$ cat src/ljam_pkg.sv
// Shared package for the LFSR jump-ahead block: widths, register indexes,
// controller states and the command bundle from controller to datapath.
// No dependencies.
`default_nettype none

package ljam_pkg;

    localparam int STATE_BITS_DEF = 48;   // default LFSR length
    localparam int FIELD_BITS     = 48;   // width of the state fields and of the tap register
    localparam int EXP_BITS       = 6;    // width of the exponent register
    localparam int CFG_INDEX_BITS = 2;

    localparam logic [FIELD_BITS-1:0] TAPS_RESET = 48'hCE00_44C1_01CD;

    localparam logic [CFG_INDEX_BITS-1:0] CFG_JUMP_EXPONENT = 2'd0;
    localparam logic [CFG_INDEX_BITS-1:0] CFG_FEEDBACK_TAPS = 2'd1;

    typedef enum logic [1:0] {
        ST_LOAD,
        ST_SQUARE,
        ST_COMMIT,
        ST_READY
    } ljam_state_t;

    typedef struct packed {
        logic load;      // load the one-step matrix into both banks
        logic step;      // compute one product row, shift the row line
        logic commit;    // copy the finished product into the matrix
        logic taps_we;   // write the tap register from the config data
    } ljam_cmd_t;

endpackage

`default_nettype wire

$ cat src/ljam_ctrl.sv
// Controller for the LFSR jump-ahead block: config register decode, exponent
// register, and the state machine that sequences the matrix rebuild.
// Depends on ljam_pkg.
`default_nettype none

module ljam_ctrl #(
    parameter int STATE_BITS = ljam_pkg::STATE_BITS_DEF
) (
    input  wire                                  clk,
    input  wire                                  rst_n,
    input  wire                                  cfg_valid,
    output logic                                 cfg_ready,
    input  wire  [ljam_pkg::CFG_INDEX_BITS-1:0]  cfg_index,
    input  wire  [ljam_pkg::FIELD_BITS-1:0]      cfg_data,
    output ljam_pkg::ljam_cmd_t                  cmd,
    output logic                                 matrix_ready
);

    localparam int ROW_BITS = (STATE_BITS > 1) ? $clog2(STATE_BITS) : 1;
    localparam logic [ROW_BITS-1:0] LAST_ROW = ROW_BITS'(STATE_BITS - 1);

    ljam_pkg::ljam_state_t                 state_reg, state_next;
    logic [ROW_BITS-1:0]                   row_cnt_reg, row_cnt_next;
    logic [ljam_pkg::EXP_BITS-1:0]         sq_cnt_reg, sq_cnt_next;
    logic [ljam_pkg::EXP_BITS-1:0]         exp_reg, exp_next;
    logic                                  cfg_fire;
    logic                                  exp_we;
    logic                                  taps_we;

    assign cfg_ready    = 1'b1;
    assign cfg_fire     = cfg_valid && cfg_ready;
    assign matrix_ready = (state_reg == ljam_pkg::ST_READY);

    // Register decode; an unknown index writes nothing but still forces a rebuild
    always_comb
    begin
        exp_we  = 1'b0;
        taps_we = 1'b0;
        unique case (cfg_index)
            ljam_pkg::CFG_JUMP_EXPONENT: exp_we  = cfg_fire;
            ljam_pkg::CFG_FEEDBACK_TAPS: taps_we = cfg_fire;
            default:
            begin
                exp_we  = 1'b0;
                taps_we = 1'b0;
            end
        endcase
    end

    assign exp_next = exp_we ? cfg_data[ljam_pkg::EXP_BITS-1:0] : exp_reg;

    always_comb
    begin
        state_next   = state_reg;
        row_cnt_next = row_cnt_reg;
        sq_cnt_next  = sq_cnt_reg;
        cmd.load     = 1'b0;
        cmd.step     = 1'b0;
        cmd.commit   = 1'b0;
        cmd.taps_we  = taps_we;
        unique case (state_reg)
            ljam_pkg::ST_LOAD:
            begin
                cmd.load     = 1'b1;
                row_cnt_next = '0;
                sq_cnt_next  = '0;
                state_next   = (exp_reg == '0) ? ljam_pkg::ST_READY : ljam_pkg::ST_SQUARE;
            end
            ljam_pkg::ST_SQUARE:
            begin
                cmd.step     = 1'b1;
                row_cnt_next = row_cnt_reg + 1'b1;
                if (row_cnt_reg == LAST_ROW)
                begin
                    state_next = ljam_pkg::ST_COMMIT;
                end
            end
            ljam_pkg::ST_COMMIT:
            begin
                cmd.commit   = 1'b1;
                row_cnt_next = '0;
                sq_cnt_next  = sq_cnt_reg + 1'b1;
                if (sq_cnt_reg == exp_reg - 1'b1)
                begin
                    state_next = ljam_pkg::ST_READY;
                end
                else
                begin
                    state_next = ljam_pkg::ST_SQUARE;
                end
            end
            ljam_pkg::ST_READY:
            begin
                state_next = ljam_pkg::ST_READY;
            end
            default:
            begin
                state_next = ljam_pkg::ST_LOAD;
            end
        endcase
        // any config write restarts the rebuild from the new registers
        if (cfg_fire)
        begin
            state_next = ljam_pkg::ST_LOAD;
        end
    end

    always_ff @(posedge clk or negedge rst_n)
    begin
        if (!rst_n)
        begin
            state_reg   <= ljam_pkg::ST_LOAD;
            row_cnt_reg <= '0;
            sq_cnt_reg  <= '0;
            exp_reg     <= '0;
        end
        else
        begin
            state_reg   <= state_next;
            row_cnt_reg <= row_cnt_next;
            sq_cnt_reg  <= sq_cnt_next;
            exp_reg     <= exp_next;
        end
    end

endmodule

`default_nettype wire

$ cat config.mk
export PLATFORM = sky130hd
export DESIGN_NAME = ljam_ctrl
export DESIGN_NICKNAME = d
export VERILOG_FILES = /design/src/ljam_pkg.sv /design/src/ljam_ctrl.sv
export SDC_FILE = /design/constraint.sdc
export NUM_CORES = 1
export LEC_CHECK = 0
export BUFFER_PORTS_ARGS = -buffer_cell sky130_fd_sc_hd__buf_2
export CAP_MARGIN = 10
export CORE_MARGIN = 10
export CORE_UTILIZATION = 45
export DETAILED_ROUTE_END_ITERATION = 6
export PLACE_DENSITY = 0.85
export SLEW_MARGIN = 20
export SYNTH_ARGS = -nofsm -noshare
export SYNTH_HDL_FRONTEND = slang
export SYNTH_SLANG_ARGS = --single-unit
export TNS_END_PERCENT = 100
$ cat constraint.sdc
create_clock -name clk -period 3.85 [get_ports clk]
set_input_delay 0.1925 -clock clk [delete_from_list [all_inputs] [get_ports clk]]
set_output_delay 0.1925 -clock clk [all_outputs]
set_load 0.02 [all_outputs]
==> impl_metrics.yaml, run 1 <==
cts:
  post_cts_buffers: 0
  insertion_delay_ns: 0.30
  cts.path.max_buffers: 2
  cts.htree.levels: 1
  cts_tree: "built"
  cts_resized: 0
  clock-sinks: 20
  cts-root-buf: "clkbuf_4"
  cts_buffers: 3
  clk_pin_slew_ns: 0.12
worst_setup_path:
  cp_max_fo: 5
  startpoint_type: "register"
  cp.required_ns: 4.09
  path_class: "register to register"
  setup.worst_path.start: "exp_reg[0]"
  endpoint_kind: "register"
  arrival_ns: 1.93
  reg2reg_from: "exp_reg[0]"
die:
  die_area_um2: 4850
  initial_core_util: 0.488
  die_x_um: 69.7
  pin_count: 59
  core_um2: 2280
  chipHeight_um: 69.7
  num_rows: 17
synth:
  synth_warnings: 0
  synth.largest_area_cell: "dfrtp_1"
  synth.avg_cell_area_um2: 9.91
  synthXorXnorAreaFrac: 0.110
  async_reset_ff_frac: 1.00
  synthTopCellsByCount: "20 x dfrtp_1, 14 x nand2_1, 11 x xnor2_1"
  synth-compound-area-share: 0.0823
  syn_nets: 168
  synth_edf_count: 0
  synth-seq-area-share: 0.451
  syn_area_um2: 1110
  syn_inst: 112
  ys_seq_elements: 20
  synth_top_area_share: 0.451
  synth.area.mux_share: 0.0496
  synthSimpleGateAreaFrac: 0.234
  synth_adder_area_share: 0.0338
  ys.flop_type: "dfrtp_1"
  synth.area.top_cells: "dfrtp_1 45%, xnor2_1 8.7%, nand2_1 4.7%, mux2_2 4.1%, and2_1 3.4%"
  yosysMostFrequentCell: "dfrtp_1"
  synth_cell_types: 32
  synth_top_family_by_area: "simple AND/OR/NAND/NOR gates"
timing:
  fin_setup_tns_ns: 0
  fin_crit_sh: 0.440
  setup_viol: 0
  rsz0062_at_grt: "no"
  tightestPinTransition_ns: 0.498
  layout_min_cycle_time_ns: 1.69
  relSlewSlack: 0.666
  finalHoldViolCount: 0
  fmax_mhz: 590
  fin_skew_ns: 0.00697
  finalMaxSlewViolations: 0
placement:
  portBuffers: 15
  dp_hpwl_mm: 1.82
  globalplace.congestion: 0.802
power_and_ir_drop:
  total_power_uw: 515
  leakage_nw: 0.577
  vdd_drop_max_mv: 0.287
  powerDensity_nw_per_um2: 410
worst_hold_path:
  min-delay-start: "cfg_valid"
  holdCritPathClass: "input port to register"
global_routing:
  grt_max_degree: 21
  grt_pass1_vias: 879
  grt_antenna_before_repair: 0
  grt_pass1_wl_mm: 4.00
  grt_overflow: 0
  grt_usage: 0.0986
finish:
  fillers: 188
  drive_gt1_frac: 0.220
  fin_nets: 184
  area.growth.synth_to_final_pct: 13.1
  antenna_cells: 0
route:
  wl_mm: 2.29
  initialDrtViolationCount: 33
  ant_nets: 0
  routedWlPerCell_um: 14.8
  drt_pass1_iterations: 4
  routed_via_density: 5.43
  drc: 0
  num_vias: 842
run_status:
  status: "completed"
job:
  timing.max_cap.violations: 0
[power breakdown]
part / switching, mW / total [mW] / internal, mW
sequential: 0.0232 / 0.250 / 0.227
combinational: 0.0470 / 0.0944 / 0.0474
clock: 0.0652 / 0.171 / 0.105
total: 0.135 / 0.515 / 0.379
[placed cells by master (no fill, tap or decap), drive strengths merged]
master / synthesis / final
nor2b: 4 / 4
clkbuf: 2 / 3
nand2: 14 / 14
ha: 3 / 3
nor3: 5 / 5
nor4: 1 / 1
nand2b: 4 / 4
dfrtp: 20 / 20
dlygate4sd3: 0 / 1
o211a: 1 / 1
nand4: 1 / 1
buf: 3 / 15
xor2: 3 / 3
o31ai: 2 / 2
xnor2: 11 / 11
mux2i: 1 / 1
and2: 6 / 6
inv: 3 / 3
mux2: 4 / 4
o21ai: 6 / 6
a21oi: 2 / 2
nand4b: 1 / 1
and3b: 1 / 1
a31oi: 1 / 1
a21o: 1 / 1
nand3: 3 / 3
bufinv: 0 / 1
conb: 1 / 1
nor2: 6 / 6
a211oi: 1 / 1
nor3b: 1 / 1
[stage by stage]
step | instance area, um2 | hold slack, ns | setup slack [ns] | cells | util
2_1_floorplan | 1110 | -0.103 | 2.36 | 112 | -
3_3_place_gp | 1190 | 0.154 | 2.25 | 150 | 0.524
3_5_place_dp | 1190 | 0.154 | 2.18 | 150 | 0.524
4_1_cts | 1250 | 0.0631 | 2.16 | 155 | 0.551
5_1_grt | 1250 | 0.0607 | 2.05 | 155 | 0.551
6_report | 1250 | 0.0671 | 2.16 | 155 | 0.551
[routing by layer]
metal	share of wire	track usage	routed length, um	up-vias
met1	0.42	0.101	952	421
met2	0.54	0.179	1240	15
met3	0.035	0.0314	80	4
met5	0	0	0	-
li1	-	-	-	402
met4	0.011	0.0391	25	0
[path summary, 6_finish.rpt]
check / slack [ns] / cells past startpoint / end
max: 2.16 / 7 / state_reg[1]
min: 0.07 / 2 / state_reg[0]
max reg2reg: 2.16 / 7 / state_reg[1]
min reg2reg: 0.57 / 1 / sq_cnt_reg[4]
max in group asynchronous: 3.20 / 2 / exp_reg[4]
min in group asynchronous: 0.34 / 2 / row_cnt_reg[2]
[cell type report]
cell class	count	area (um2)	area share
timing repair buffer	16	85.1	0.0678
clock buffer	3	22.5	0.0179
multi-input combinational	84	571	0.455
sequential	20	500	0.399
tap	28	35.0	0.0279
clock inverter	1	30.0	0.0239
inverter	3	11.3	0.00897
[critical path, cell delays in order, from the launching register on]
cell and delay (ns):
dfrtp_1 0.44, inv_1 0.08, ha_1 0.25, nand2b_1 0.19, o211a_1 0.15, o31ai_2 0.23
a31oi_1 0.14, nor3_2 0.15
[what timing repair did]
| action | CTS | global route |
|---|---|---|
| hold buffers | 1 | 0 |
| hold endpoints to repair | 20 | 0 |
| setup endpoints to repair | 0 | 0 |
[cells by family after synthesis]
kind of cell	count (synthesis)
XOR/XNOR	14
other	1
multiplexers	5
flip-flops	20
buffers and inverters	8
adder cells (fa/ha/maj)	3
AND/OR/NAND/NOR	47
AO/OA/AOI/OAI	14
No activity file was read; power rests on OpenSTA's default activity.
==> run 2: changes to the inputs <==
--- a/config.mk
+++ b/config.mk
@@ -8,9 +8,9 @@
 export BUFFER_PORTS_ARGS = -buffer_cell sky130_fd_sc_hd__buf_2
 export CAP_MARGIN = 10
 export CORE_MARGIN = 10
-export CORE_UTILIZATION = 45
+export CORE_UTILIZATION = 40
 export DETAILED_ROUTE_END_ITERATION = 6
-export PLACE_DENSITY = 0.85
+export PLACE_DENSITY = 0.8
 export SLEW_MARGIN = 20
 export SYNTH_ARGS = -nofsm -noshare
 export SYNTH_HDL_FRONTEND = slang
==> constraint.sdc (replaced) <==
create_clock -name clk -period 1.4 [get_ports clk]
set_input_delay 0.07 -clock clk [delete_from_list [all_inputs] [get_ports clk]]
set_output_delay 0.07 -clock clk [all_outputs]
set_load 0.02 [all_outputs]
==> impl_metrics.yaml, run 2 (synthesized netlist as in run 1, its figures left out) <==
route:
  routed_via_density: 4.98
  routedWlPerCell_um: 13.6
  drt_pass1_iterations: 4
  initialDrtViolationCount: 20
  num_vias: 881
  ant_nets: 0
  wl_mm: 2.40
  drc: 0
die:
  chipHeight_um: 72.7
  initial_core_util: 0.410
  core_um2: 2710
  pin_count: 59
  die_area_um2: 5280
  die_x_um: 72.7
  num_rows: 19
cts:
  cts_tree: "built"
  clock-sinks: 20
  cts_buffers: 3
  cts-root-buf: "clkbuf_4"
  clk_pin_slew_ns: 0.12
  cts.path.max_buffers: 2
  cts.htree.levels: 1
  insertion_delay_ns: 0.30
power_and_ir_drop:
  vdd_drop_max_mv: 0.798
  leakage_nw: 0.672
  powerDensity_nw_per_um2: 1060
  total_power_mw: 1.54
finish:
  area.growth.synth_to_final_pct: 31.3
  fin_nets: 203
  antenna_cells: 0
  drive_gt1_frac: 0.329
  mostFrequentLayoutCell: "dfrtp_1"
  multi_input_area_um2: 606
  final_cell_count_no_fill: 177
  seqCellArea_um2: 502
  fillers: 239
  final_cell_mix: "19 x dfrtp_1, 14 x buf_2, 13 x nand2_1, 13 x buf_4, 11 x xnor2_1"
timing:
  fin_crit_sh: 1.05
  whs_ns: 0.122
  rsz0062_at_grt: "yes"
  finalMaxSlewViolations: 0
  layout_min_cycle_time_ns: 1.47
  finalHoldViolCount: 0
  layout_setup_ws_ns: -0.0656
  fmax_mhz: 682
  fin_skew_ns: 0.00776
  setup_viol: 1
global_routing:
  grt_overflow: 0
  grt_max_degree: 21
  grt_usage: 0.0900
  grt_pass1_wl_mm: 3.91
  grt_antenna_before_repair: 0
  grt_pass1_vias: 905
worst_setup_path:
  arrival_ns: 1.71
  cp.required_ns: 1.64
  reg2reg_slack_ns: -0.07
  cp_max_fo: 5
  path_class: "register to register"
  startpoint_type: "register"
  endpoint_kind: "register"
placement:
  dp_hpwl_mm: 1.76
  globalplace.congestion: 0.762
  dp.cells: 161
  portBuffers: 15
worst_hold_path:
  holdCritPathClass: "input port to register"
run_status:
  violations: "setup timing"
  status: "finished, violations left"
job:
  timing.max_cap.violations: 0
## run 2: cell types whose count changed in the layout (fill, tap and decap cells not counted), sizes merged
cell         before  now
buf              15   27
dlygate4sd3       1    8
## run 2: worst paths after layout
check / startpoint / end / cells after the start
min reg2reg: sq_cnt_reg[4] / sq_cnt_reg[4] / 1
min: cfg_index[1] / exp_reg[1] / 4
max in group asynchronous: rst_n / state_reg[0] / 2
max reg2reg: exp_reg[1] / state_reg[1] / 7
max: exp_reg[1] / state_reg[1] / 7
min in group asynchronous: rst_n / row_cnt_reg[1] / 2
## run 2: layout make-up
cell class | count | share of cell area
Multi-Input combinational cell | 84 | 0.415
Inverter | 3 | 0.00773
Clock buffer | 3 | 0.0155
Clock inverter | 1 | 0.0206
Sequential cell | 20 | 0.344
Tap cell | 31 | 0.0266
Timing Repair Buffer | 35 | 0.170
## run 2: stage by stage
step           cell area [um2]   util  setup slack [ns]  TNS [ns]
5_1_grt                   1460  0.538            -0.166    -0.166
4_1_cts                   1400  0.517           -0.0451   -0.0451
3_3_place_gp              1260  0.464           -0.0370   -0.0370
3_5_place_dp              1260  0.464            -0.131    -0.131
2_1_floorplan             1110      -           -0.0377   -0.0377
6_report                  1460  0.538           -0.0656   -0.0656
## run 2: what timing repair did
action,in CTS,in global routing
setup endpoints to repair,2,7
gates resized for setup,6,4
setup buffers,1,3
hold buffers,6,2
cloned,0,0
hold endpoints to repair,26,2
pin swaps,3,0
## run 2: critical path, stage by stage (launching register included)
cell	delay (ns)
dfrtp_1	0.42
inv_2	0.09
ha_4	0.16
nand2_2	0.05
o211a_1	0.22
o31ai_2	0.19
a31oi_1	0.13
nor3_2	0.15
## run 2: layer usage
layer  vias up  global-route usage  wire (um)
met5         -                   0          0
met4         0              0.0443         43
met3         4              0.0190         81
met2        17               0.152       1170
met1       417               0.105       1110
li1        443                   -          -
## run 2: power breakdown
part           switching (mW)  internal, mW  total [mW]
registers              0.0569         0.624       0.680
clock network           0.184         0.289       0.473
logic                   0.171         0.219       0.390
